## config.mk

```make
export PLATFORM = sky130hd
export DESIGN_NAME = xpf_jobq
export DESIGN_NICKNAME = d
export VERILOG_FILES = /design/src/xpf_pkg.sv /design/src/xpf_jobq.sv
export SDC_FILE = /design/constraint.sdc
export NUM_CORES = 1
export LEC_CHECK = 0
export BUFFER_PORTS_ARGS = -buffer_cell sky130_fd_sc_hd__buf_2
export CAP_MARGIN = 10
export CORE_AREA = 2 2 77 79
export DETAILED_ROUTE_END_ITERATION = 7
export DIE_AREA = 0 0 79 81
export PLACE_DENSITY = 0.75
export SLEW_MARGIN = 20
export SYNTH_ARGS = -nofsm -noshare
export SYNTH_HDL_FRONTEND = slang
export SYNTH_SLANG_ARGS = --single-unit
```

## constraint.sdc

```tcl
create_clock -name clk_i -period 3.4 [get_ports clk_i]
set_clock_uncertainty 0.2 [all_clocks]
set_input_delay 0.17 -clock clk_i [delete_from_list [all_inputs] [get_ports clk_i]]
set_output_delay 0.17 -clock clk_i [all_outputs]
set_load 0.005 [all_outputs]
```

## src/xpf_pkg.sv

```systemverilog
package xpf_pkg;

  localparam int unsigned PAYLOAD_BYTES = 160;
  localparam int unsigned SEQ_BYTES     = 4;
  localparam int unsigned DGRAM_BYTES   = SEQ_BYTES + PAYLOAD_BYTES;
  localparam int unsigned PKT_BYTES     = SEQ_BYTES + 1 + PAYLOAD_BYTES;
  localparam int unsigned WORD_BYTES    = 8;
  localparam int unsigned WORD_W        = 8 * WORD_BYTES;
  localparam int unsigned PKT_WORDS     = (PKT_BYTES + WORD_BYTES - 1) / WORD_BYTES;
  localparam int unsigned LAST_BYTES    = (PKT_BYTES % WORD_BYTES == 0) ? WORD_BYTES
                                                                        : PKT_BYTES % WORD_BYTES;
  localparam int unsigned WORD_AW       = $clog2(PKT_WORDS);
  localparam int unsigned STORE_AW      = WORD_AW + 1;
  localparam int unsigned STORE_DEPTH   = 2 ** STORE_AW;
  localparam int unsigned CACHE_DEPTH   = 2 ** WORD_AW;
  localparam int unsigned IDX_W         = $clog2(DGRAM_BYTES + 1);
  localparam int unsigned CNT_W         = 4;
  localparam int unsigned JOBQ_DEPTH    = 2;
  localparam int unsigned JQ_AW         = $clog2(JOBQ_DEPTH);
  localparam int unsigned JQ_CW         = $clog2(JOBQ_DEPTH + 1);

  // keeps the top LAST_BYTES byte lanes of the final packet word
  localparam logic [WORD_W-1:0] LAST_MASK = ~({WORD_W{1'b1}} >> (8 * LAST_BYTES));

  typedef enum logic [0:0] {
    KIND_MEDIA = 1'b0,
    KIND_FEC   = 1'b1
  } kind_e;

  typedef struct packed {
    logic [8*SEQ_BYTES-1:0] seq;
    logic                   bank;
  } job_t;

  typedef struct packed {
    logic                en;
    logic [STORE_AW-1:0] addr;
    logic [WORD_W-1:0]   data;
  } st_wr_t;

  typedef struct packed {
    logic                en;
    logic [STORE_AW-1:0] addr;
  } st_rd_t;

endpackage

```

## src/xpf_jobq.sv

```systemverilog
module xpf_jobq import xpf_pkg::*; (
  input  logic clk_i,
  input  logic rst_ni,
  input  logic push_i,
  input  job_t job_i,
  input  logic pop_i,
  output job_t head_o,
  output logic empty_o,
  output logic full_o
);

  job_t             ent_q [JOBQ_DEPTH];
  logic [JQ_AW-1:0] wr_ptr_q, rd_ptr_q;
  logic [JQ_CW-1:0] cnt_q, cnt_d;

  always_comb begin
    cnt_d = cnt_q;
    if (push_i && !pop_i) begin
      cnt_d = cnt_q + JQ_CW'(1);
    end else if (pop_i && !push_i) begin
      cnt_d = cnt_q - JQ_CW'(1);
    end
  end

  always_ff @(posedge clk_i or negedge rst_ni) begin
    if (!rst_ni) begin
      wr_ptr_q <= '0;
      rd_ptr_q <= '0;
      cnt_q    <= '0;
    end else begin
      cnt_q <= cnt_d;
      if (push_i) begin
        wr_ptr_q <= wr_ptr_q + JQ_AW'(1);
      end
      if (pop_i) begin
        rd_ptr_q <= rd_ptr_q + JQ_AW'(1);
      end
    end
  end

  always_ff @(posedge clk_i) begin
    if (push_i) begin
      ent_q[wr_ptr_q] <= job_i;
    end
  end

  assign head_o  = ent_q[rd_ptr_q];
  assign empty_o = (cnt_q == '0);
  assign full_o  = (cnt_q == JQ_CW'(JOBQ_DEPTH));

endmodule

```

---- After elaboration in Yosys (flattened, before gate mapping) ----
Memory sizes are Yosys's and may differ from the RTL's.
Cells that the tools add are included.
word-level totals
  memory bits (writable) .................. 66
  logic and storage cells ................. 19
  bits in registers ....................... 4
  memories kept ........................... 1
  output and inout bits ................... 35
  input port bits ......................... 37
memories
  name   depth  bits a word  rd ports  clocked after Yosys merged registers in  wr ports  RTL line        RTL
  ent_q  2      33           1         0                                        1         xpf_jobq.sv:12  job_t ent_q [JOBQ_DEPTH];
cells by class
  muxes and demuxes ....................... 4
  reduce and logical (&&, ||, !) cells .... 6
  equal/unequal tests ..................... 1
  add/sub/neg operators ................... 4
operator list
  kind                 count
  $mux 2               2
  $add 1x1->1 const B  2
  $add 2x1->2 const B  1
  $eq 2x2->1 const B   1
  $logic_and 1x1->1    2
  $logic_not 1->1      2
  $logic_not 2->1      1
  $mux 1               2
  $reduce_bool 2->1    1
  $sub 2x1->2 const B  1

---- Logic depth before layout (Yosys ltp) ----
  depth in word-level cells ............... 4
  depth in mapped cells ................... 5

---- Worst setup path before layout ----
OpenSTA, ideal clock, no wires.
  path kind ............................... register to register
  start point ............................. register wr_ptr_q
  end point ............................... memory ent_q[0][0] (netlist bit), enable pin
  path buffers ............................ 0
  clock period less this slack ............ 2.513 ns
  setup time .............................. 0.427 ns
  data arrival time ....................... 1.886 ns
  cell stages (with the launch flop) ...... 2
  setup slack ............................. 0.887 ns
  data required time ...................... 2.773 ns
  cells stage by stage .................... dfrtp_1 nor2b_1
RTL lines
  element                 RTL line        RTL
  start, declared         xpf_jobq.sv:13  logic [JQ_AW-1:0] wr_ptr_q, rd_ptr_q;
  start signal, assigned  xpf_jobq.sv:33  wr_ptr_q <= wr_ptr_q + JQ_AW'(1);
  end, declared           xpf_jobq.sv:12
No word-level cell before the write port.

==> impl_metrics.py <==
metrics = {
    "synth": {
        "synth_edf_count": 66,
        "yosysWarningCount": 0,
        "synth-seq-area-share": 0.765,
        "yosysMostFrequentCell": "edfxtp_1",
        "synth_common_cells": "66 x edfxtp_1, 29 x mux2_4, 4 x dfrtp_1, 4 x mux2_2, 4 x xor2_1",
        "synthFlopType": "edfxtp_1",
        "ys_async_sr_fraction": 0.0571,
        "syn_area_um2": 2720,
        "netlist_instances": 119,
        "synth_top_area_frac": 0.729,
        "syn_area_per_cell_um2": 22.9,
        "synth.area.top_cells": "edfxtp_1 73%, mux2_4 16%, dfrtp_1 3.7%",
        "synth.distinct_cells": 13,
        "synth-seq-cells": 70,
        "synth_top_area_cell": "edfxtp_1",
        "synthesis.nets": 157,
    },
    "hold_path": {
        "worstHoldPathType": "reg2reg",
    },
    "sta": {
        "fin_crit_ps": 2330,
        "final.setup.worst_slack_ps": 1070,
        "fmax_mhz": 429,
        "max_slew.worst_pin.slew_ps": 1040,
        "slew_viol_final": 0,
        "finalSetupTns_ps": 0,
        "slew_headroom": 0.307,
        "hold_violations": 0,
        "fin_crit_sh": 0.685,
        "rsz0062_at_grt": "no",
        "setup_viol": 0,
    },
    "global_route": {
        "antenna_found_initial": 0,
        "grt_pass1_vias": 1562,
        "grt_max_degree": 35,
        "grt_pass1_wl_mm": 7.21,
        "grt_remaining_overflow": 0,
        "track_usage": 0.157,
    },
    "drt": {
        "vias": 1470,
        "wl_mm": 4.68,
        "dr.pass1.iters": 4,
        "avgRoutedWirePerCell_um": 14.8,
        "drc": 0,
        "drtIter0Drc": 59,
        "vias_per_cell": 4.67,
        "ant_nets": 0,
    },
    "run": {
        "maxCapViolCount": 0,
    },
    "placement": {
        "place_ws_ps": 1400,
        "port_buffers": 71,
        "placed_area_um2": 3110,
        "hpwl_mm": 2.64,
        "gp_congestion": 0.665,
    },
    "cts": {
        "cts_max_level": 3,
        "cts_tree": "done",
        "clockBufferDepth": 2,
        "clk_latency_ps": 330,
        "cts-resized-gates": 0,
        "cts_made_buffers": 9,
        "ctsRootBufferMaster": "clkbuf_8",
        "clkTransAtPathRegs_ps": 70,
        "cts.sinks": 70,
    },
    "cells_and_area": {
        "fill_cells": 415,
        "fin_area_um2": 3790,
        "antenna_cells": 0,
        "syn_to_final_growth_pct": 39.4,
        "layout.nets": 273,
        "regArea_um2": 2080,
        "layout-drive-gt1-share": 0.508,
        "multiInputGateArea_um2": 571,
    },
    "critical_path": {
        "critical_path_class": "reg2out",
        "required_ps": 3030,
        "cp-end-kind": "output pin",
        "critPathMaxFanout": 34,
        "critPathLaunchType": "register",
        "arrival_ps": 1960,
    },
    "floorplanning": {
        "dieHeight_um": 81,
        "start_util": 0.479,
        "die_w_um": 79,
        "dieArea_um2": 6400,
        "ios": 72,
        "rows": 28,
        "coreArea_um2": 5680,
    },
    "power": {
        "power_density_nw_per_um2": 799,
        "p_leak_nw": 1.56,
        "ir_worst_vdd_uv": 477,
    },
    "outcome": {
        "outcome": "completed",
    },
}
-- cells in the final DEF, fill, tap and decap left out, drive strengths merged --
master / Yosys / routed
nor2: 2 / 2
clkbuf: 0 / 9
edfxtp: 66 / 66
buf: 4 / 72
dfrtp: 4 / 4
ha: 1 / 1
and2: 1 / 1
bufinv: 0 / 6
nor2b: 2 / 2
xnor2: 1 / 1
dlygate4sd3: 0 / 37
inv: 1 / 1
clkinv: 0 / 1
xor2: 4 / 4
mux2: 33 / 33
-- routing by layer --
layer | vias up | share of wire | routed length, um | GRT usage
li1 | 688 | - | - | -
met5 | - | 0 | 0 | 0
met4 | 0 | 0.016 | 74 | 0.0879
met2 | 58 | 0.50 | 2360 | 0.263
met3 | 9 | 0.064 | 300 | 0.0400
met1 | 715 | 0.42 | 1940 | 0.186
-- flip-flops by register name, indices dropped and copies added, names as in the netlist --
signal    flops
cnt_q         2
wr_ptr_q      1
rd_ptr_q      1
ent_q        66
-- worst max-delay path, stage by stage, from the launching register on --
cell and delay (ps):
dfrtp_2 1060, mux2_2 420, buf_2 130
-- layout make-up --
class	count	area share
Clock buffer	9	0.0327
Sequential cell	70	0.549
Multi-Input combinational cell	44	0.150
Tap cell	75	0.0247
Clock inverter	7	0.0485
Timing Repair Buffer	109	0.193
Inverter	1	0.000990
-- power breakdown --
part	switching, W	leakage [nW]	internal (W)	total (W)
sequential	0.000162	0.665	0.00115	0.00131
clock	0.000296	0.151	0.000707	0.00100
combinational	0.000254	0.744	0.000463	0.000717
total	0.000713	1.56	0.00232	0.00303
-- worst paths after layout --
| kind | startpoint | to | slack [ps] | depth (start not counted) |
|---|---|---|---|---|
| min in group asynchronous | rst_ni | wr_ptr_q$_DFFE_PN0P_ | 520 | 3 |
| setup reg to reg | wr_ptr_q$_DFFE_PN0P_ | ent_q[1][15]$_DFFE_PP_ | 1470 | 2 |
| setup / recovery | rd_ptr_q$_DFFE_PN0P_ | head_o[21] | 1070 | 2 |
| max in group asynchronous | rst_ni | rd_ptr_q$_DFFE_PN0P_ | 2290 | 3 |
| hold reg to reg | cnt_q[1]$_DFFE_PN0P_ | cnt_q[1]$_DFFE_PN0P_ | 290 | 1 |
| hold / removal | cnt_q[1]$_DFFE_PN0P_ | cnt_q[1]$_DFFE_PN0P_ | 290 | 1 |
-- what timing repair did --
item / 4_1_cts / 5_1_grt
hold endpoints to repair: 72 / 0
hold buffers: 37 / 0
buffers inserted: 0 / 0
-- per-stage QoR --
step | power, W | cells | hold WS [ps] | utilization
global placement | 0.00200 | 262 | -219 | 0.549
CTS | 0.00306 | 315 | 300 | 0.668
floorplan | 0.00181 | 119 | -326 | -
global route | 0.00316 | 315 | 313 | 0.668
detailed placement | 0.00202 | 262 | -215 | 0.549
finish | 0.00303 | 315 | 294 | 0.668
-- kinds of logic (layout without fill, tap and decap cells) --
logic type	after synthesis	count (layout)	share of synthesized area
xor+xnor	5	5	0.0161
fa+ha+maj	1	1	0.00460
buf+inv	5	126	0.0276
flops	70	70	0.765
mux	33	33	0.177
simple gates	5	5	0.00966
Note: power is estimated with default switching activity, not from simulation.
