$ cat src/xpf_ram.sv
module xpf_ram #(
  parameter int unsigned WIDTH = 8,
  parameter int unsigned DEPTH = 16
) (
  input  logic                     clk_i,
  input  logic                     we_i,
  input  logic [$clog2(DEPTH)-1:0] waddr_i,
  input  logic [WIDTH-1:0]         wdata_i,
  input  logic                     re_i,
  input  logic [$clog2(DEPTH)-1:0] raddr_i,
  output logic [WIDTH-1:0]         rdata_o
);

  logic [WIDTH-1:0] mem_q [DEPTH];
  logic [WIDTH-1:0] rdata_q;

  always_ff @(posedge clk_i) begin
    if (we_i) begin
      mem_q[waddr_i] <= wdata_i;
    end
    if (re_i) begin
      rdata_q <= mem_q[raddr_i];
    end
  end

  assign rdata_o = rdata_q;

endmodule

$ cat config.mk
export PLATFORM = sky130hd
export DESIGN_NAME = xpf_ram
export DESIGN_NICKNAME = d
export VERILOG_FILES = /design/src/xpf_ram.sv
export SDC_FILE = /design/constraint.sdc
export NUM_CORES = 1
export LEC_CHECK = 0
export BUFFER_PORTS_ARGS = -buffer_cell sky130_fd_sc_hd__buf_2
export CORE_MARGIN = 4
export CORE_UTILIZATION = 35
export CTS_BUF_LIST = sky130_fd_sc_hd__clkbuf_8 sky130_fd_sc_hd__clkbuf_16
export CTS_CLUSTER_SIZE = 8
export DETAILED_ROUTE_END_ITERATION = 12
export MAX_ROUTING_LAYER = met4
export PLACE_DENSITY_LB_ADDON = 0.2
export SETUP_SLACK_MARGIN = 0.15
export SYNTH_ARGS = -nofsm -noshare
export SYNTH_HDL_FRONTEND = slang
export SYNTH_SLANG_ARGS = --single-unit
$ cat constraint.sdc
create_clock -name clk_i -period 3.1 [get_ports clk_i]
set_clock_uncertainty 0.2 [all_clocks]
set_input_delay 0.465 -clock clk_i [delete_from_list [all_inputs] [get_ports clk_i]]
set_output_delay 0.465 -clock clk_i [all_outputs]
set_load 0.02 [all_outputs]
* Yosys cells after proc, flatten, opt, wreduce, memory -nomap -nowiden
Memory sizes are Yosys's and may differ from the RTL's. A register that Yosys moved wholly into a read port is not among the register bits.
Index checks and enable logic that the tools add are counted.
** Word-level totals
- Bits in registers :: 0
- RAM bits :: 128
- Input port bits :: 19
- Output and inout bits :: 8
- Word-level logic and storage cells :: 3
- Memories kept :: 1
** Cells by class
- Muxes and demuxes :: 2
** Memory list
- mem_q :: words 16, bits a word 8, rd ports 1, clocked after Yosys merged registers in 1, wr ports 1, RTL line 14 : logic [WIDTH-1:0] mem_q [DEPTH];
** Operators by type and width (count)
- $mux 1 :: 2

* Logic depth before layout (Yosys ltp)
Gate-level depths: netlist of the first run.
- Depth after elaboration :: 2
- Depth in mapped cells :: 5
- Gate-level depth less buffers :: 3

* Worst setup path before layout of the first run
No wires, ideal clock.
- Path kind :: input to register
- Start :: in waddr_i[2]
- End :: mem mem_q[0][0], enable pin
- Setup time :: 0.383 ns
- Data arrival time :: 1.575 ns
- Required time :: 2.517 ns
- Path slack :: 0.942 ns
- Stages on the path :: 2
- Buffers on the path :: 0
- Cells stage by stage :: or3b_2 nor3_1
** RTL lines
- start, declared :: RTL line 7 : input logic [$clog2(DEPTH)-1:0] waddr_i,
- end, declared :: RTL line 14
No word-level cell before the write port.

==> results.ini, run 1 <==
[status]
status = complete, no violations

[route]
viasPerCell = 5.11
wl_per_cell_um = 21.9
wl_mm = 10.5
num_vias = 2450
route.detailed.drc = 0
final_antenna_net_count = 0
dr.pass1.iters = 4
drtIter0Drc = 236

[yosys]
synth_nets = 248
netlist_instances = 229
ys_async_sr_fraction_pct = 0
syn_avg_cell_area_um2 = 22.8
synth-edff-count = 136
ys_warn_count = 0
synth.cell_area_um2 = 5230
yosysSeqAreaShare_pct = 78.1
synth.distinct_cells = 18
ys.flop_type = edfxtp_1
ys_ff_latch = 136

[timing]
slew_viol_final = 0
min_period_ps = 2110
rsz0062_at_grt = false
tightestPinTransition_ps = 775
fmax_ghz = 0.474
setup_viol = 0
min_period_over_period_pct = 68.1
setup_tns_ps = 0
slew_headroom_pct = 48.2
timing.final.hold_violations = 0

[placement]
dpl.hpwl_mm = 6.55
port_buffers = 26
dp.cells = 449
place_area_um2 = 5660
gp_congestion = 0.743

[critical_path]
crit_path_start_kind = primary input
critPathArrivalTime_ps = 2060
worstSetupEndpointType = flop
path_cells = buf_2 > buf_4 > mux4_1 > a22oi_1 > nand2_1
crit_type = in2reg
worst-r2r-setup-slack_ps = 1360
crit_fanout = 11
required_ps = 3050
critPathMaxStageDelay_ps = 610
reg2reg_depth = 3
crit_slowest_cell = mux4_1

[clocking]
path_clk_slew_ps = 60
ctsHoldBuffers = 0
ctsResizeCount = 0
cts_inserted_buffers = 17
cts_root_buf = clkbuf_16
htree_levels = 4
cts.sinks = 136
worstSkewPairLatency_ps = 410
post_cts_buffers = 0
tritoncts = built
clockBufferDepth = 2

[grt]
grt_overflow = 0
grt_pass1_vias = 2524
grt_max_degree = 18
grt.total_usage_pct = 13.9
grt_pass1_wl_mm = 15.8
antenna_found_initial = 1

[hold_path]
holdPathStages = 1
hp-class = in2reg

[pwr]
power_density_nw_per_um2 = 648
ir_drop_mv = 0.376
p_leak_uw = 0.00207

[finish]
finalNetCount = 303
drive_above_1_share_pct = 28.6
final_cells = 479
final_cell_area_um2 = 6160
fin_util_pct = 42.3
syn_to_final_growth_pct = 17.9

[die]
die_area_um2 = 17000
die_y_um = 130
num_rows = 44
initial_utilization_pct = 35.8
coreArea_um2 = 14600
num_io_pins = 27
fp.dieW_um = 130

[job]
drv_cap = 0

-- routing by layer --
| layer | share of wire [%] | global-route usage [%] |
|---|---|---|
| met2 | 46 | 19.3 |
| met1 | 47 | 19.1 |
| met3 | 5.5 | 4.67 |
| met4 | 1.4 | 4.77 |
| met5 | 0 | - |
-- state kept, by name, summed over array words and instances, names as in the netlist --
name / flops
mem_q: 128
rdata_o: 8
-- worst paths after layout --
kind / end / from
setup / recovery: rdata_o[3] / raddr_i[0]
hold / removal: rdata_o[7] / re_i
setup reg to reg: rdata_o[5] / mem_q[10][5]
hold reg to reg: rdata_o[4] / mem_q[8][4]
-- cell usage in the layout (no fill, tap or decap), drive strengths merged --
master  instances
nor3            4
edfxtp        136
buf            46
inv             3
nand3           1
nand2b          2
nor2b           1
nand2           9
bufinv          1
nor2           13
clkbuf         17
diode           1
clkinv          8
and2            1
and2b           1
or3b            1
mux4           32
nand3b          2
a22oi          16
-- logic make-up (layout without fill, tap and decap cells) --
family,count (synthesis),after routing,share of synthesized area [%]
simple gates,35,35,3.14
compound gates,16,16,2.30
other cells,0,1,0
mux,32,32,14.8
buf+inv,10,75,1.65
flops,136,136,78.1
-- critical path, delay by kind of cell --
kind                   cells  cell delay, ps
buffers and inverters      2             650
AOI/OAI and AO/OA          1             240
muxes                      1             610
and+or+nand+nor            1              90
-- area by class of cell --
cell class	count	area (um^2)
clock buffers	17	425
multi-input cells	83	1060
well taps	184	230
repair buffers	46	293
clock inverters	12	72.6
flip-flops and latches	136	4080
diodes	1	2.50
fillers	1264	8420
-- power by group --
part           internal [uW]  total [uW]  switching [uW]
clock network           1050        1710             660
logic                   80.0         199             119
registers               2070        2080            10.1
total                   3210        4000             789
-- cell usage after synthesis (2+ instances only) --
master	count	area share [%]
a22oi_1	16	2.3
edfxtp_1	136	78
nor2_1	13	0.93
nand2_1	9	0.65
mux4_2	18	7.8
nand3b_1	2	0.29
nor3_1	4	0.38
buf_2	3	0.29
nand2b_1	2	0.24
buf_6	3	0.65
mux4_1	14	7.0
clkdlybuf4s25_2	3	0.57
-- metrics by stage --
step	total power, uW	hold slack [ps]	setup WS [ps]
global placement	2320	528	515
detailed placement	2320	546	499
finish	4000	233	989
CTS	4040	217	942
global route	4160	222	899
floorplan	2230	364	942
Note: power is estimated with default switching activity, not from simulation.
==> run 2: changes to the inputs <==
- clock period: 3.1 -> 2.2 ns (I/O delays scaled with it)
==> results.ini, run 2 (same netlist as run 1, synthesis figures left out) <==
[grt]
grt.total_usage_pct = 13.8  ; -0.080 points
grt_max_degree = 33  ; +15
grt_pass1_wl_mm = 15.6  ; -0.83%
grt_overflow = 0  ; unchanged
antenna_found_initial = 0  ; -1
grt_pass1_vias = 2576  ; +2.1%

[die]
fp.dieW_um = 130  ; unchanged
coreArea_um2 = 14600  ; unchanged
initial_utilization_pct = 35.8  ; unchanged
die_y_um = 130  ; unchanged
die_area_um2 = 17000  ; unchanged
num_io_pins = 27  ; unchanged
num_rows = 44  ; unchanged

[clocking]
ctsHoldBuffers = 0  ; unchanged
cts_inserted_buffers = 17  ; unchanged
clockBufferDepth = 2  ; unchanged
htree_levels = 4  ; unchanged
path_clk_slew_ps = 60  ; about the same
cts_root_buf = clkbuf_16
tritoncts = built
ctsResizeCount = 0  ; unchanged
worstSkewPairLatency_ps = 410  ; about the same
post_cts_buffers = 0  ; unchanged
cts.sinks = 136  ; unchanged

[finish]
largest-register = mem_q
drive_above_1_share_pct = 28.4  ; -0.14 points
multi_input_area_um2 = 1060  ; unchanged
area.sequential_um2 = 4080  ; unchanged
final_common_cell = edfxtp_1
antenna_cells = 0  ; -1
largest_register_ffs = 128  ; unchanged
fillerInstances = 1249  ; -1.2%
finalNetCount = 305  ; +0.66%
syn_to_final_growth_pct = 18.6
final_cell_mix = edfxtp_1, buf_2, buf_4, mux4_2, clkbuf_16
final_cells = 483  ; +0.84%

[critical_path]
required_ps = 2150  ; -900 ps
worstSetupEndpointType = flop
crit_path_start_kind = primary input
reg2reg_depth = 3  ; unchanged
r2r_start = mem_q[8][3]
crit_type = in2reg
worst-r2r-setup-slack_ps = 530  ; -830 ps
crit_fanout = 21  ; +10
rr_endpoint = rdata_o[3]
critPathArrivalTime_ps = 1620  ; -440 ps

[route]
viasPerCell = 5.06  ; -1.1%
drtIter0Drc = 160  ; -32%
wl_per_cell_um = 21.4  ; -2.1%
route.detailed.drc = 0  ; unchanged
final_antenna_net_count = 0  ; unchanged
wl_mm = 10.3  ; -1.3%
dr.pass1.iters = 4  ; unchanged
num_vias = 2444  ; -0.24%

[timing]
setup_tns_ps = 0  ; unchanged
fmax_ghz = 0.600
rsz0062_at_grt = false
tightestPinTransition_ps = 406  ; -369 ps
min_period_over_period_pct = 75.8
slew_viol_final = 0  ; unchanged
slew_headroom_pct = 72.9  ; +25 points
timing.final.hold_violations = 0  ; unchanged
min_period_ps = 1670
setup_viol = 0  ; unchanged

[placement]
port_buffers = 26  ; unchanged
dpl.hpwl_mm = 6.78  ; +3.5%
gp_congestion = 0.699  ; -5.9%
dp.cells = 451  ; +0.45%

[job]
drv_cap = 0  ; unchanged

[hold_path]
holdPathStages = 1  ; unchanged
hp-class = in2reg
hold-path-endpoint = mem_q[7][6]
hold_path.startpoint = wdata_i[6]

[status]
status = complete, no violations

[pwr]
power_density_nw_per_um2 = 911  ; +41%
ir_drop_mv = 0.508  ; +35%
p_leak_uw = 0.00211  ; +1.7%

## run 2: per-layer routing
metal / track usage (%) / up-vias / part of all wire (%)
li1: - / 1093 / -
met2: 20.9 / 67 / 49
met5: - / - / 0
met3: 5.08 / 9 / 5.1
met1: 17.5 / 1275 / 45
met4: 4.03 / 0 / 1.2
## run 2: how the worst max path moves through the flow
stage,start,end,slack [ps]
2_1_floorplan,waddr_i[2],mem_q[0][0],180
3_3_place_gp,raddr_i[0],rdata_o[4],70
3_5_place_dp,raddr_i[0],rdata_o[4],60
4_1_cts,mem_q[9][4],rdata_o[4],500
5_1_grt,mem_q[9][4],rdata_o[4],400
6_report,raddr_i[0],rdata_o[4],530
## run 2: layout make-up
cell class / instances / share of cell area (%)
Sequential cell: 136 / 65.9
Multi-Input combinational cell: 83 / 17.1
Clock buffer: 17 / 6.86
Timing Repair Buffer: 48 / 5.17
Tap cell: 184 / 3.71
Clock inverter: 15 / 1.33
## run 2: power by group
part           internal [uW]  switching, uW  total, uW  leakage [uW]
clock                   1490            939       2430      0.000276
combinational            118            164        282      0.000598
sequential              2920           17.0       2940       0.00124
total                   4530           1120       5650       0.00211
## run 2: critical path: stages
cell,delay (ps)
buf_2,140
buf_12,200
mux4_1,570
a22oi_1,290
nand2_1,80
## run 2: through the flow
step / total power, uW / utilization (%) / cell area (um^2) / worst slack [ps] / hold slack [ps]
final: 5650 / 42.5 / 6200 / 532 / 103
after global placement: 3280 / 39.0 / 5690 / 65.7 / 522
after CTS: 5710 / 42.5 / 6200 / 497 / 92.2
after detailed placement: 3280 / 39.0 / 5690 / 63.9 / 526
after global routing: 5860 / 42.5 / 6200 / 402 / 99.2
after floorplan: 3150 / - / 5230 / 177 / 229
