$ cat src/xpf_pkg.sv
package xpf_pkg;

  localparam int unsigned PAYLOAD_BYTES = 160;
  localparam int unsigned SEQ_BYTES     = 4;
  localparam int unsigned DGRAM_BYTES   = SEQ_BYTES + PAYLOAD_BYTES;
  localparam int unsigned PKT_BYTES     = SEQ_BYTES + 1 + PAYLOAD_BYTES;
  localparam int unsigned WORD_BYTES    = 8;
  localparam int unsigned WORD_W        = 8 * WORD_BYTES;
  localparam int unsigned PKT_WORDS     = (PKT_BYTES + WORD_BYTES - 1) / WORD_BYTES;
  localparam int unsigned LAST_BYTES    = (PKT_BYTES % WORD_BYTES == 0) ? WORD_BYTES
                                                                        : PKT_BYTES % WORD_BYTES;
  localparam int unsigned WORD_AW       = $clog2(PKT_WORDS);
  localparam int unsigned STORE_AW      = WORD_AW + 1;
  localparam int unsigned STORE_DEPTH   = 2 ** STORE_AW;
  localparam int unsigned CACHE_DEPTH   = 2 ** WORD_AW;
  localparam int unsigned IDX_W         = $clog2(DGRAM_BYTES + 1);
  localparam int unsigned CNT_W         = 4;
  localparam int unsigned JOBQ_DEPTH    = 2;
  localparam int unsigned JQ_AW         = $clog2(JOBQ_DEPTH);
  localparam int unsigned JQ_CW         = $clog2(JOBQ_DEPTH + 1);

  // keeps the top LAST_BYTES byte lanes of the final packet word
  localparam logic [WORD_W-1:0] LAST_MASK = ~({WORD_W{1'b1}} >> (8 * LAST_BYTES));

  typedef enum logic [0:0] {
    KIND_MEDIA = 1'b0,
    KIND_FEC   = 1'b1
  } kind_e;

  typedef struct packed {
    logic [8*SEQ_BYTES-1:0] seq;
    logic                   bank;
  } job_t;

  typedef struct packed {
    logic                en;
    logic [STORE_AW-1:0] addr;
    logic [WORD_W-1:0]   data;
  } st_wr_t;

  typedef struct packed {
    logic                en;
    logic [STORE_AW-1:0] addr;
  } st_rd_t;

endpackage

$ cat src/xpf_front.sv
module xpf_front import xpf_pkg::*; (
  input  logic       clk_i,
  input  logic       rst_ni,
  input  logic       accept_i,
  input  logic [7:0] in_byte_i,
  input  logic       datagram_end_i,
  output logic       push_o,
  output job_t       job_o,
  output st_wr_t     st_wr_o
);

  logic [IDX_W-1:0]       idx_q, idx_d;
  logic [8*SEQ_BYTES-1:0] seq_q, seq_d;
  logic [WORD_W-1:0]      asm_q, asm_d;
  logic                   bank_q, bank_d;
  logic [IDX_W-1:0]       pos;
  logic [2:0]             lane;
  logic                   in_range, is_payload;

  // payload byte sits at its packet position: one past the datagram position
  assign pos        = idx_q + IDX_W'(1);
  assign lane       = pos[2:0];
  assign in_range   = (idx_q < IDX_W'(DGRAM_BYTES));
  assign is_payload = in_range && (idx_q >= IDX_W'(SEQ_BYTES));

  always_comb begin
    idx_d   = idx_q;
    seq_d   = seq_q;
    asm_d   = asm_q;
    bank_d  = bank_q;
    push_o  = 1'b0;
    st_wr_o = '0;
    if (accept_i) begin
      if (in_range) begin
        idx_d = idx_q + IDX_W'(1);
        if (!is_payload) begin
          seq_d = {seq_q[8*SEQ_BYTES-9:0], in_byte_i};
        end else begin
          asm_d[{~lane, 3'b000} +: 8] = in_byte_i;
          st_wr_o.en   = (lane == 3'd7) || (idx_q == IDX_W'(DGRAM_BYTES - 1));
          st_wr_o.addr = {bank_q, WORD_AW'(pos >> 3)};
          st_wr_o.data = asm_d;
        end
      end
      if (datagram_end_i) begin
        idx_d = '0;
        // full length datagram: hand the bank over to the back end
        if (idx_q >= IDX_W'(DGRAM_BYTES - 1)) begin
          push_o = 1'b1;
          bank_d = ~bank_q;
        end
      end
    end
  end

  assign job_o.seq  = seq_q;
  assign job_o.bank = bank_q;

  always_ff @(posedge clk_i or negedge rst_ni) begin
    if (!rst_ni) begin
      idx_q  <= '0;
      seq_q  <= '0;
      bank_q <= 1'b0;
    end else begin
      idx_q  <= idx_d;
      seq_q  <= seq_d;
      bank_q <= bank_d;
    end
  end

  always_ff @(posedge clk_i) begin
    asm_q <= asm_d;
  end

endmodule

$ cat config.mk
export PLATFORM = sky130hd
export DESIGN_NAME = xpf_front
export DESIGN_NICKNAME = d
export VERILOG_FILES = /design/src/xpf_pkg.sv /design/src/xpf_front.sv
export SDC_FILE = /design/constraint.sdc
export NUM_CORES = 1
export LEC_CHECK = 0
export BUFFER_PORTS_ARGS = -buffer_cell sky130_fd_sc_hd__buf_4
export CAP_MARGIN = 20
export CORE_MARGIN = 2
export CORE_UTILIZATION = 35
export CTS_CLUSTER_SIZE = 40
export DETAILED_ROUTE_END_ITERATION = 8
export GPL_TIMING_DRIVEN = 0
export SETUP_SLACK_MARGIN = 0.02
export SYNTH_ARGS = -nofsm -noshare
export SYNTH_HDL_FRONTEND = slang
export SYNTH_SLANG_ARGS = --single-unit
$ cat constraint.sdc
create_clock -name clk_i -period 6.7 [get_ports clk_i]
set_input_delay 0.67 -clock clk_i [delete_from_list [all_inputs] [get_ports clk_i]]
set_output_delay 0.67 -clock clk_i [all_outputs]
set_load 0.03 [all_outputs]
Word level (Yosys, flattened, before mapping)
Cells that the tools add are included.
{"block": "totals", "register_bits": 105, "out_inout_bits": 105}
{"block": "classes", "addsub": 2, "n_lt_le_gt_ge": 3, "n_eq_ne": 2, "shift": 2, "mux": 9, "bitwise": 3, "reduce_logical": 7}
{"operator": "71-bit two-way mux", "count": 3}
{"operator": "64-bit bitwise mux", "count": 1}
{"operator": "8-bit by 8-bit variable shift with 64-bit output, first input constant", "count": 1}
{"operator": "8-bit by 8-bit variable part select with 64-bit output", "count": 1}
{"operator": "8-bit two-way mux", "count": 2}
{"operator": "3-bit AND reduction", "count": 3}
{"operator": "8-bit by 1-bit adder with 8-bit output, second input constant", "count": 1}
{"operator": "8-bit equality test, second input constant", "count": 1}
{"operator": "8-bit by 3-bit greater-or-equal comparator with 1-bit output, second input constant", "count": 1}
{"operator": "8-bit greater-or-equal comparator, second input constant", "count": 1}
{"operator": "8-bit < comparator, second input constant", "count": 1}
{"operator": "6-bit negation with 8-bit output", "count": 1}
{"operator": "3-bit equality test, second input constant", "count": 1}
{"operator": "1-bit two-way mux", "count": 3}
{"operator": "3-bit NOT", "count": 1}
{"operator": "1-bit NOT", "count": 2}
{"operator": "2-bit AND reduction", "count": 1}
{"operator": "2-bit nonzero test", "count": 1}
{"operator": "1-bit logical AND", "count": 1}
{"operator": "1-bit logical OR", "count": 1}

Depth between registers and ports, before layout
{"block": "depth", "ltp_word": 8, "ltp_mapped": 10}

Worst setup path before layout
Ideal clock, no wire load.
{"block": "synth_timing", "kind": "register -> output", "startpoint": "register idx_q[4]", "endpoint": "output port st_wr_o[39] in the netlist's numbering", "t_arrival_ns": 3.738, "slack_ns": 2.292, "stages_incl_launch_ff": 7, "n_path_buf": 1, "path_cell_list": "dfrtp_1 nor4_1 or2_2 nand3_2 inv_1 clkbuf_1 and2_1"}
{"item": "start, declared", "line": "xpf_front.sv:12", "rtl": "logic [IDX_W-1:0] idx_q, idx_d;"}
{"item": "start signal, assigned", "line": "xpf_front.sv:65", "rtl": "idx_q <= idx_d;"}
{"item": "end, declared", "line": "xpf_front.sv:9", "rtl": "output st_wr_t st_wr_o"}

==> results.md <==
* Status: finished, final reports clean
* Die H at 128.3 um
* Critical Path Max Stage Delay at 550 ps
* Seq pwr share at 0.376
* Setup Skew at 10.72 ps
* Die ar. at 16460 um2
* Post-synthesis adder-cell area fraction at 0.01620
* Total Routing Usage GR at 0.1644
* Synth Area in Compound Gates at 0.06363
* Sw Ratio at 0.3812
* Largest net degree at the start of global routing at 74
* Maximum VDD drop at 0.0002159 V
* CP Launch Type: flip-flop
* Layout Nets at 602
* Initial antenna violation count at 0
* Pwr/cell area at 382.7 nW/um2
* Post-synthesis net count at 477
* Logic gate share of total power at 0.422
* Slew headroom at 0.3445
* Slowest CP cell: or4_1
* Min cycle time layout at 4581 ps
* First-pass GRT wire length at 20.86 mm
* Largest family of logic cells by synthesized area: simple AND/OR/NAND/NOR gates
* Most used cell, CP: clkbuf_1
* CTS tree: built
* DRT iter0 DRCs at 207
* Die W at 128.3 um
* Remaining antenna violation count at 0
* Diode count at 0
* Core area at 15150 um2
* P_int at 1.609 mW
* RSZ-0062 raised after global routing: false
* Routed vias at 3905
* Resized cells post-CTS at 0
* Final wirelength at 13.19 mm
* Clk sink count at 105
* Syn avg cell area at 11.81 um2
* Gpl congestion at 0.8080
* Period Utilization, post-route at 0.6837
* Simple logic cell fraction of the synthesized area at 0.1745
* Worst-path maximum fanout at 10
* Final setup vio count at 0
* Max Slew Vio Count at 0
* Clk pwr share at 0.202
* Synth Warn # at 0
* Hold Fails Final Rpt at 0
* Final HPWL DP at 9.256 mm
* Worst Path Required at 6030 ps
* Max H-tree Level at 3
* Layout cells sized above 1 at 0.3827
* Sw Pwr at 0.9910 mW
* GR Overflow Total at 0
* I/O Buffers at 114
* WS Path Type: flip-flop to primary output
* DR vias/cell at 5.032
* Max-Cap Viols at 0
* Nature of the critical path endpoint: primary output
* Critical Path, Cell by Cell: clkbuf_1, clkbuf_1, inv_1, ha_1, ha_1, or4_1, clkbuf_1, mux2_2, and2_1, buf_4
* Mapped Area at 5408 um2
* Synth unique cells at 47
* EDFF count, synth at 64
* Mux share of post-synthesis cell area at 0.1562
* Vias in the first global route at 3806
* Area grow syn2layout at 25.64%
* Primary FF master, synth: edfxtp_1
* Hold-fix buffers, CTS at 0
* Postcts setup bufs at 0
* Yosys reg bits at 105
* Worst hold path type: primary input to asynchronous set/reset pin
* XOR/XNOR Fraction of Synth Area at 0.009718
* Clock Path Buffers at 2
* FMAX at 0.2183 GHz
* Static Leak at 2.978 nW
* Final setup TNS at 0 ps
* Sequential cell area fraction in the yosys report at 0.5451
* Total CTS buffers at 9
* CP arrival at 3910 ps
* Final Core Density at 0.4486
* Async SR Flop Fraction at 0.3905
* Worst skew pair latency at 360 ps
* Initial core utilization at 0.3570
* First-pass DRT Iterations at 4
* Syn Inst Count at 458
* Final routed DRC violation total at 0
* Site row count at 45
* I/O pins at 117
* Clock slew at reported path FFs at 80 ps
* Clock root buffer: clkbuf_16
* WL/cell at 16.99 um
* Worst Max-Slew Pin Slew at 983.3 ps
-- cells by family after synthesis --
kind of cell,after synthesis
buffers and inverters,34
multiplexers,65
flip-flops,105
AND/OR/NAND/NOR,182
XOR/XNOR,6
adder cells (fa/ha/maj),7
AO/OA/AOI/OAI,59
-- metrics by stage --
stage	worst slack [ps]	area, um2	hold slack (ps)	instances	power [mW]
after floorplan	2292	5408	374.4	458	1.726
after global placement	1200	6499	473.0	760	2.081
after detailed placement	2566	6502	491.0	760	2.096
after CTS	2139	6794	294.5	776	2.627
after global routing	1867	6794	320.5	776	2.737
final	2119	6794	280.8	776	2.600
-- worst max-delay path: cells and delay by family (launching register included) --
kind / cells / cell delay [ps]
AND/OR/NAND/NOR: 2 / 700
multiplexers: 1 / 350
adder cells (fa/ha/maj): 2 / 630
flip-flops: 1 / 530
buffers and inverters: 5 / 1330
-- flip-flops by register name (all words and copies together), names as in the netlist --
signal and cells:
seq_q 32, bank_q 1, idx_q 8, asm_q 64
-- cell usage after synthesis, drive strengths merged (4+ instances only) --
| library cell | n | area (um2) |
|---|---|---|
| ha | 7 | 87.58 |
| or2 | 18 | 112.6 |
| nor2b | 4 | 25.02 |
| buf | 8 | 90.09 |
| mux2 | 65 | 844.6 |
| clkbuf | 16 | 60.06 |
| nand4 | 16 | 100.1 |
| nor2 | 7 | 26.28 |
| nand3 | 4 | 25.02 |
| dfrtp | 41 | 1026 |
| inv | 10 | 37.54 |
| nand2 | 77 | 289.0 |
| edfxtp | 64 | 1922 |
| and2 | 41 | 256.5 |
| o21ai | 7 | 35.03 |
| a21oi | 38 | 197.7 |
-- worst paths after layout --
kind | startpoint | endpoint | slack, ps | cells past startpoint
max in group asynchronous | rst_ni | bank_q | 6050 | 1
worst min-delay path | rst_ni | seq_q[30] | 280 | 1
worst max register to register | idx_q[0] | asm_q[6] | 3200 | 8
worst min register to register | bank_q | bank_q | 490 | 1
worst max-delay path | idx_q[0] | st_wr_o[1] | 2120 | 10
min in group clk_i | bank_q | bank_q | 490 | 1
-- cells in the final DEF (no fill, tap or decap), drive strengths merged, types with 2 or more instances in the layout --
cell       n
a21oi     38
a22o       2
and2      41
and3       3
buf      122
clkbuf    25
clkinv     2
dfrtp     41
edfxtp    64
ha         7
inv       15
mux2      65
nand2     77
nand2b     3
nand3      4
nand4     16
nor2       7
nor2b      4
nor3       2
o21a       2
o21ai      7
o2bb2ai    2
or2       18
or3        2
or4        3
xnor2      3
xor2       3
-- layout make-up --
type	count	area (um2)
sequential	105	2948
clock inverter	7	66.31
multi-input combinational	319	2272
fill	1422	8352
timing repair buffer	114	855.8
clock buffer	9	225.2
inverter	10	37.54
tap	188	235.2
buffer	24	153.9
-- power by group through the flow --
stage	clock, mW	sequential [mW]	combinational (mW)
after global routing	0.570	1.00	1.17
after detailed placement	0	0.993	1.10
after CTS	0.540	0.979	1.11
final	0.525	0.977	1.10
after global placement	0	0.992	1.09
after floorplan	0	1.16	0.569
-- routing by layer --
layer | routed length (um) | global-route usage
met1 | 6149 | 0.2229
met3 | 700 | 0.04257
met2 | 6201 | 0.2625
met5 | 0 | 0
met4 | 136 | 0.04460
Power figures use the tool's default switching activity.
