--- config.mk ---
export PLATFORM = sky130hd
export DESIGN_NAME = xpf_back
export DESIGN_NICKNAME = d
export VERILOG_FILES = /design/src/xpf_pkg.sv /design/src/xpf_ram.sv /design/src/xpf_back.sv
export SDC_FILE = /design/constraint.sdc
export NUM_CORES = 2
export LEC_CHECK = 0
export BUFFER_PORTS_ARGS = -buffer_cell sky130_fd_sc_hd__buf_2
export CORE_MARGIN = 2
export CORE_UTILIZATION = 26
export CTS_CLUSTER_SIZE = 24
export DETAILED_ROUTE_END_ITERATION = 8
export HOLD_SLACK_MARGIN = 0.02
export MAX_ROUTING_LAYER = met4
export PLACE_DENSITY = 0.4
export SLEW_MARGIN = 25
export SYNTH_ARGS = -nofsm -noshare
export SYNTH_HDL_FRONTEND = slang
export SYNTH_HIERARCHICAL = 1
export SYNTH_SLANG_ARGS = --single-unit
--- constraint.sdc ---
create_clock -name clk_i -period 12.6 [get_ports clk_i]
set_input_delay 1.26 -clock clk_i [delete_from_list [all_inputs] [get_ports clk_i]]
set_output_delay 1.26 -clock clk_i [all_outputs]
set_load 0.02 [all_outputs]
--- src/xpf_pkg.sv ---
package xpf_pkg;

  localparam int unsigned PAYLOAD_BYTES = 160;
  localparam int unsigned SEQ_BYTES     = 4;
  localparam int unsigned DGRAM_BYTES   = SEQ_BYTES + PAYLOAD_BYTES;
  localparam int unsigned PKT_BYTES     = SEQ_BYTES + 1 + PAYLOAD_BYTES;
  localparam int unsigned WORD_BYTES    = 8;
  localparam int unsigned WORD_W        = 8 * WORD_BYTES;
  localparam int unsigned PKT_WORDS     = (PKT_BYTES + WORD_BYTES - 1) / WORD_BYTES;
  localparam int unsigned LAST_BYTES    = (PKT_BYTES % WORD_BYTES == 0) ? WORD_BYTES
                                                                        : PKT_BYTES % WORD_BYTES;
  localparam int unsigned WORD_AW       = $clog2(PKT_WORDS);
  localparam int unsigned STORE_AW      = WORD_AW + 1;
  localparam int unsigned STORE_DEPTH   = 2 ** STORE_AW;
  localparam int unsigned CACHE_DEPTH   = 2 ** WORD_AW;
  localparam int unsigned IDX_W         = $clog2(DGRAM_BYTES + 1);
  localparam int unsigned CNT_W         = 4;
  localparam int unsigned JOBQ_DEPTH    = 2;
  localparam int unsigned JQ_AW         = $clog2(JOBQ_DEPTH);
  localparam int unsigned JQ_CW         = $clog2(JOBQ_DEPTH + 1);

  // keeps the top LAST_BYTES byte lanes of the final packet word
  localparam logic [WORD_W-1:0] LAST_MASK = ~({WORD_W{1'b1}} >> (8 * LAST_BYTES));

  typedef enum logic [0:0] {
    KIND_MEDIA = 1'b0,
    KIND_FEC   = 1'b1
  } kind_e;

  typedef struct packed {
    logic [8*SEQ_BYTES-1:0] seq;
    logic                   bank;
  } job_t;

  typedef struct packed {
    logic                en;
    logic [STORE_AW-1:0] addr;
    logic [WORD_W-1:0]   data;
  } st_wr_t;

  typedef struct packed {
    logic                en;
    logic [STORE_AW-1:0] addr;
  } st_rd_t;

endpackage

--- src/xpf_ram.sv ---
module xpf_ram #(
  parameter int unsigned WIDTH = 8,
  parameter int unsigned DEPTH = 16
) (
  input  logic                     clk_i,
  input  logic                     we_i,
  input  logic [$clog2(DEPTH)-1:0] waddr_i,
  input  logic [WIDTH-1:0]         wdata_i,
  input  logic                     re_i,
  input  logic [$clog2(DEPTH)-1:0] raddr_i,
  output logic [WIDTH-1:0]         rdata_o
);

  logic [WIDTH-1:0] mem_q [DEPTH];
  logic [WIDTH-1:0] rdata_q;

  always_ff @(posedge clk_i) begin
    if (we_i) begin
      mem_q[waddr_i] <= wdata_i;
    end
    if (re_i) begin
      rdata_q <= mem_q[raddr_i];
    end
  end

  assign rdata_o = rdata_q;

endmodule

--- src/xpf_back.sv ---
module xpf_back import xpf_pkg::*; (
  input  logic              clk_i,
  input  logic              rst_ni,
  input  job_t              head_i,
  input  logic              empty_i,
  output logic              pop_o,
  output st_rd_t            st_rd_o,
  input  logic [WORD_W-1:0] st_rdata_i,
  output logic              out_valid_o,
  input  logic              out_ready_i,
  output logic [WORD_W-1:0] out_word_o,
  output logic [CNT_W-1:0]  byte_count_o,
  output kind_e             packet_kind_o,
  output logic              packet_end_o,
  output logic              run_end_o
);

  // issue counters
  logic [WORD_AW-1:0] word_q, word_d;
  kind_e              pass_q, pass_d;

  // read stage
  logic               rd_vld_q;
  logic [WORD_AW-1:0] rd_word_q;
  kind_e              rd_kind_q;
  logic               rd_last_q, rd_run_q, rd_cwr_q, rd_cvld_q;

  // output register
  logic               out_vld_q;
  logic [WORD_W-1:0]  out_word_q;
  logic [CNT_W-1:0]   out_cnt_q;
  kind_e              out_kind_q;
  logic               out_last_q, out_run_q;

  logic [PKT_WORDS-1:0]   cache_vld_q;
  logic [WORD_W-1:0]      cache_rdata, par, body;
  logic [8*SEQ_BYTES-1:0] hdr_seq;
  logic                   out_adv, rd_free, issue, last_w, odd, cache_we;

  assign out_adv  = !out_vld_q || out_ready_i;
  assign rd_free  = !rd_vld_q || out_adv;
  assign issue    = !empty_i && rd_free;
  assign last_w   = (word_q == WORD_AW'(PKT_WORDS - 1));
  assign odd      = head_i.seq[0];
  assign cache_we = out_adv && rd_vld_q && rd_cwr_q;

  always_comb begin
    word_d = word_q;
    pass_d = pass_q;
    pop_o  = 1'b0;
    if (issue) begin
      if (last_w) begin
        word_d = '0;
        if (pass_q == KIND_MEDIA && odd) begin
          pass_d = KIND_FEC;
        end else begin
          pass_d = KIND_MEDIA;
          pop_o  = 1'b1;
        end
      end else begin
        word_d = word_q + WORD_AW'(1);
      end
    end
  end

  assign st_rd_o.en   = issue;
  assign st_rd_o.addr = {head_i.bank, word_q};

  xpf_ram #(
    .WIDTH (WORD_W),
    .DEPTH (CACHE_DEPTH)
  ) u_cache (
    .clk_i   (clk_i),
    .we_i    (cache_we),
    .waddr_i (rd_word_q),
    .wdata_i (st_rdata_i),
    .re_i    (issue),
    .raddr_i (word_q),
    .rdata_o (cache_rdata)
  );

  // word assembly: header overlay on word 0, tail mask on the last word
  always_comb begin
    par     = rd_cvld_q ? cache_rdata : '0;
    body    = (rd_kind_q == KIND_FEC) ? (st_rdata_i ^ par) : st_rdata_i;
    hdr_seq = (rd_kind_q == KIND_FEC) ? (head_i.seq - 32'd1) : head_i.seq;
    if (rd_word_q == '0) begin
      body = {7'b0000000, rd_kind_q, hdr_seq, body[WORD_W-8*(SEQ_BYTES+1)-1:0]};
    end
    if (rd_last_q) begin
      body = body & LAST_MASK;
    end
  end

  always_ff @(posedge clk_i or negedge rst_ni) begin
    if (!rst_ni) begin
      word_q      <= '0;
      pass_q      <= KIND_MEDIA;
      rd_vld_q    <= 1'b0;
      out_vld_q   <= 1'b0;
      cache_vld_q <= '0;
    end else begin
      word_q <= word_d;
      pass_q <= pass_d;
      if (issue) begin
        rd_vld_q <= 1'b1;
      end else if (out_adv) begin
        rd_vld_q <= 1'b0;
      end
      if (out_adv) begin
        out_vld_q <= rd_vld_q;
      end
      if (cache_we) begin
        cache_vld_q[rd_word_q] <= 1'b1;
      end
    end
  end

  always_ff @(posedge clk_i) begin
    if (issue) begin
      rd_word_q <= word_q;
      rd_kind_q <= pass_q;
      rd_last_q <= last_w;
      rd_run_q  <= last_w && (pass_q == KIND_FEC || !odd);
      rd_cwr_q  <= (pass_q == KIND_MEDIA) && !odd;
      rd_cvld_q <= cache_vld_q[word_q];
    end
    if (out_adv && rd_vld_q) begin
      out_word_q <= body;
      out_cnt_q  <= rd_last_q ? CNT_W'(LAST_BYTES) : CNT_W'(WORD_BYTES);
      out_kind_q <= rd_kind_q;
      out_last_q <= rd_last_q;
      out_run_q  <= rd_run_q;
    end
  end

  assign out_valid_o   = out_vld_q;
  assign out_word_o    = out_word_q;
  assign byte_count_o  = out_cnt_q;
  assign packet_kind_o = out_kind_q;
  assign packet_end_o  = out_last_q;
  assign run_end_o     = out_run_q;

endmodule

# Yosys cells after proc, flatten, opt, wreduce, memory -nomap -nowiden
# Memories as Yosys holds them, arrays and structs flattened. A register that Yosys moved wholly into a read port is not among the register bits.
# Index checks and enable logic that the tools add are counted.
# word_totals
regBits	110
latch_bits	0
mem_bits_rw	2048
romBits	0
out_inout_bits	80
wordCells	62
n_memories	1
# classes
add_sub_neg	2
mul	0
div	0
order_cmp	3
eq_ne	1
n_shift	0
n_mux	18
bitwise	3
reduce_logical	17
# mem_list
memory	depth	word_bits	rd	rd_clocked_by_memory_dff	write_ports	line	source
u_cache.mem_q	32	64	1	1	1	xpf_ram.sv:14	logic [WIDTH-1:0] mem_q [DEPTH];
# op_table
operator	n
2-to-1 mux 64 bit	3
bitwise XOR 64 bit	1
2-to-1 mux 32 bit	1
subtractor 32 x 1 -> 32 bit, second input constant	1
OR 21 bit	1
< comparator 5 x 6 -> 1 bit, second input constant	2
2-to-1 mux 1 bit	10
logical AND 1 bit	7
adder 5 x 1 -> 5 bit, second input constant	1
binary-select mux 1 bit (select 5 bit)	1
demux 1 bit (select 5 bit)	1
equality test 5 bit, second input constant	1
greater-or-equal comparator 5 x 1 -> 1 bit, second input constant	1
zero test 5 bit	1
2-to-1 mux 5 bit	1
zero test 1 bit	4
2-to-1 mux 4 bit	1
logical OR 1 bit	3
AND reduction 2 bit	1
nonzero test 2 bit	1
inverter 1 bit	1

# Depth between registers and ports, before layout
# logic_depth
depth_word	6
depth_mapped	9
depth_no_buf	7

# Modules after synthesis
# Netlist, hierarchy kept.
# modules_own_cells
module	n_inst	cells_each	area_per_inst_um2	seq_area_each_um2
xpf_ram	1	3097	79605.1	63420.8
xpf_back	1	554	5749.3	3067.9

# Worst setup path after synthesis
# Ideal clock, no wire load.
# synth_path
kind	input-to-output
from	input out_ready_i
to	output pop_o
arrival_time_ns	4.197
slack_ns	7.143
cell_stages	4
path_buffers	1
cell_sequence	nor2b_1 -> a21oi_1 -> clkbuf_1 -> and2_1
# synth_via
elab_chain_cells	4
# synth_rtl
element	line	source
from (decl)	xpf_back.sv:10	input logic out_ready_i,
logical OR 1 bit	xpf_back.sv:40	assign out_adv = !out_vld_q || out_ready_i;
logical OR 1 bit	xpf_back.sv:41	assign rd_free = !rd_vld_q || out_adv;
logical AND 1 bit	xpf_back.sv:42	assign issue = !empty_i && rd_free;
net issue	xpf_back.sv:38	logic out_adv, rd_free, issue, last_w, odd, cache_we;
2-to-1 mux 1 bit	xpf_back.sv:51	if (issue) begin
to (decl)	xpf_back.sv:6	output logic pop_o,
# The timed path passes the listed nets, and every way through them passes these cells.

==> summary.txt <==
final setup skew - 0.0903 ns
most area-consuming cells after synthesis - sky130_fd_sc_hd__edfxtp_1 (77%), sky130_fd_sc_hd__mux4_2 (16%), sky130_fd_sc_hd__mux2_2 (1.0%)
fraction of synthesized area in multiplexers - 17.5%
Remaining Overflow, GRT - 0
H-Tree Level Count - 4
Filler cells - 31,452
quantity of hold-fixing buffers added after cts - 0
buffer count from post-CTS setup fixing - 0
area of the mapped netlist - 0.0854 mm2
Critical path buffers and inverters - 3
Die ar. - 0.333 mm2
Iter 0 DRT Violations - 3,347
worst setup slack for register-to-register paths - 7.77 ns
register area - 0.0665 mm2
final layout net count - 4,107
number of nets in the synthesized netlist - 3,755
TritonCTS clock tree - done
Detail Route met3 WL - 12.1 mm
cell-by-cell listing of the critical path - buf_4, buf_4, buf_4, mux4_2, mux4_2, mux2_2
maximum number of pins on one net before global-route repair - 97
clk sinks - 2,219
total global routing track utilization - 15.3%
combinational family with the most area after synthesis - multiplexers
endpoints failing hold - 0
Row Count - 210
Routed Wire Length - 249 mm
post-route ant nets - 0
top routing layer in use - met4
vias in the first global route - 41,462
initial cell density of the core - 26.1%
count of vias placed by the detailed router - 39,550
maximum VDD drop - 0.122 mV
cell repeated most along the worst path - sky130_fd_sc_hd__buf_4
number of buffers between clock root and the deepest sink - 4
half-perimeter wire length of the detailed placement result - 137 mm
kind of cell adding the most delay to the critical path - buffers and inverters
slowest cell delay on critical path - 0.88 ns
total negative slack for setup checks - 0 ns
register area share after synthesis - 77.9%
part of the power in the clock network - 34.9%
unrepaired setup endpoints after global routing - no
Synth area leader - sky130_fd_sc_hd__edfxtp_1
number of warning messages in the yosys log - 6
adder and majority gate portion of the synthesized area - 0.0440%
Core Area - 0.327 mm2
cell internal power dissipation - 14.5 mW
relative area change from synthesis to final layout - 17.1%
fraction of the cycle the final worst path needs - 38.3%
final setup vio count - 0
number of buffers added by the clock tree synthesis step - 243
routed length on met2 - 116 mm
highest net fanout along the worst path - 59
total leakage power - 30.5 nW
mean instance size in the synthesized netlist - 23.4 um2
number of distinct library cells after synthesis - 58
clock latency on the worst-skew pair - 0.93 ns
portion of total power attributed to sequential cells - 43.2%
number of enable flip-flop cells after synthesis - 2,190
initial antenna violation count - 45
detailed-router iteration count before antenna repair - 7
DIE HEIGHT - 577 um
sort of element at the end of the critical path - flip-flop
layout cells sized above 1 - 32.7%
share of synthesized cell area in and, or, nand and nor gates - 1.63%
post-route core utilization - 30.6%
flip-flop and latch count after synthesis - 2,219
share of the synthesized netlist area taken by xor and xnor gates - 0.965%
clock root buffer - sky130_fd_sc_hd__clkbuf_16
Comb power frac - 21.9%
final critical-path required period - 4.83 ns
width of the chip - 577 um
switching power of the nets - 5.52 mW
Slew HR - 32.3%
highest-count cells in the layout ignoring fill and taps - sky130_fd_sc_hd__edfxtp_1 (2,190), sky130_fd_sc_hd__mux4_2 (606), sky130_fd_sc_hd__clkbuf_16 (243)
Final Max Tran Viols - 0
Max-cap violations - 0
outcome - finished, final reports clean
post-DR vias/cell - 4.61
number of ports placed on the die boundary - 181
classification of the worst-slack hold path - flip-flop to flip-flop
smallest hold slack - 0.434 ns
top-area cell type share of the netlist area - 77.0%
clock transition time at the flip-flop clock pins of the worst setup and hold paths - 0.06 ns
arrival time worst endpoint - 5.51 ns
post-synthesis compound-gate area fraction - 0.928%
path type of the worst setup path - flip-flop to flip-flop
dominant register cell in the synthesized netlist - sky130_fd_sc_hd__edfxtp_1
WP data required - 13.27 ns
startpoint class of the critical path - flip-flop
first-pass GRT wire length - 346 mm
pwr/cell area - 201 mW/mm2
proportion of register bits with asynchronous set or reset after synthesis - 1.31%
Placer Congestion - 0.723
post-cts resize count - 0
Worst path slowest cell - sky130_fd_sc_hd__buf_4
DRT met1 WL - 116 mm
synthesized netlist cell count - 3,651
maximum achievable frequency - 207 MHz
slew at the pin closest to its max-slew limit - 1.02 ns
switching portion of total power - 27.5%
DR WL/cell - 29.1 um
commonest non-fill, non-tap cell in the layout - sky130_fd_sc_hd__edfxtp_1
count of unresolved DRC violations after routing - 0
multi-input logic area - 0.0182 mm2
number of buffer cells added on primary ports - 177
state kept, by name, summed over array words and instances (netlist names), 2 cells and up:
signal / cells
byte_count_o: 2
cache_vld_q: 21
out_word_o: 64
rd_word_q: 5
u_cache/mem_q: 2048
u_cache/rdata_o: 64
word_q: 5
routing by layer:
| layer | track usage, % | up-vias |
|---|---|---|
| met1 | 21.3 | 22081 |
| met3 | 2.53 | 297 |
| met4 | 3.08 | 0 |
| met2 | 23.6 | 928 |
| met5 | - | - |
| li1 | - | 16244 |
worst register-to-register path: stages, from the launching register on:
cell and delay, ns:
sky130_fd_sc_hd__dfrtp_4 0.81, sky130_fd_sc_hd__buf_4 0.72, sky130_fd_sc_hd__buf_4 0.86, sky130_fd_sc_hd__buf_4 0.95, sky130_fd_sc_hd__mux4_2 0.52, sky130_fd_sc_hd__mux4_2 0.51
sky130_fd_sc_hd__mux2_2 0.28
metrics by stage:
step                total power [mW]  instances  setup slack [ns]  cell area (um2)
detailed placement              13.4       8103              7.13            92100
global placement                13.4       8098              7.10            92000
CTS                             20.4       8544              7.60            99800
finish                          20.1       8571              7.77            99900
floorplan                       11.8       3651              7.14            85400
global route                    20.9       8562              7.50            99900
power by group through the flow:
stage	logic, mW	clock network (mW)	registers (mW)
after floorplan	3.03	0	8.74
after global placement	4.52	0	8.84
after detailed placement	4.52	0	8.84
after CTS	4.53	7.21	8.68
after global routing	4.71	7.49	8.71
final	4.39	7.00	8.67
path summary, 6_finish.rpt:
path	end	depth (start not counted)	from
setup / recovery	u_cache/rdata_o[12]	6	word_q[2]
hold / removal	run_end_o	0	rd_run_q
setup reg to reg	u_cache/rdata_o[12]	6	word_q[2]
min in group asynchronous	out_valid_o	1	rst_ni
hold reg to reg	run_end_o	0	rd_run_q
max in group asynchronous	word_q[3]	1	rst_ni
cells in the mapped netlist, types with 9 or more instances:
library cell,number
sky130_fd_sc_hd__a21o_1,12
sky130_fd_sc_hd__a21oi_1,30
sky130_fd_sc_hd__a221oi_1,12
sky130_fd_sc_hd__buf_1,19
sky130_fd_sc_hd__buf_2,66
sky130_fd_sc_hd__buf_4,19
sky130_fd_sc_hd__clkbuf_1,80
sky130_fd_sc_hd__dfrtp_1,29
sky130_fd_sc_hd__edfxtp_1,2190
sky130_fd_sc_hd__inv_1,9
sky130_fd_sc_hd__mux2_2,77
sky130_fd_sc_hd__mux2i_1,39
sky130_fd_sc_hd__mux4_2,606
sky130_fd_sc_hd__nand2_1,89
sky130_fd_sc_hd__nand3_1,10
sky130_fd_sc_hd__nor2_1,117
sky130_fd_sc_hd__nor3_1,11
sky130_fd_sc_hd__nor4_1,11
sky130_fd_sc_hd__o21ai_0,21
sky130_fd_sc_hd__o21bai_1,10
sky130_fd_sc_hd__o22ai_1,10
sky130_fd_sc_hd__xnor2_1,50
sky130_fd_sc_hd__xor2_1,44
cell families after synthesis:
family,count (synthesis)
compound gates,120
xor+xnor,94
fa+ha+maj,3
buf+inv,197
flops,2219
mux,722
other cells,1
simple gates,295
final cells by class:
class,instances,share of cell area [%]
sequential,2219,66.5
multi-input combinational,1235,18.2
clock buffer,284,6.24
tap,4346,5.44
timing repair buffer,294,1.94
clock inverter,157,1.48
antenna,26,0.0651
inverter,10,0.0376
Power figures use the tool's default switching activity.
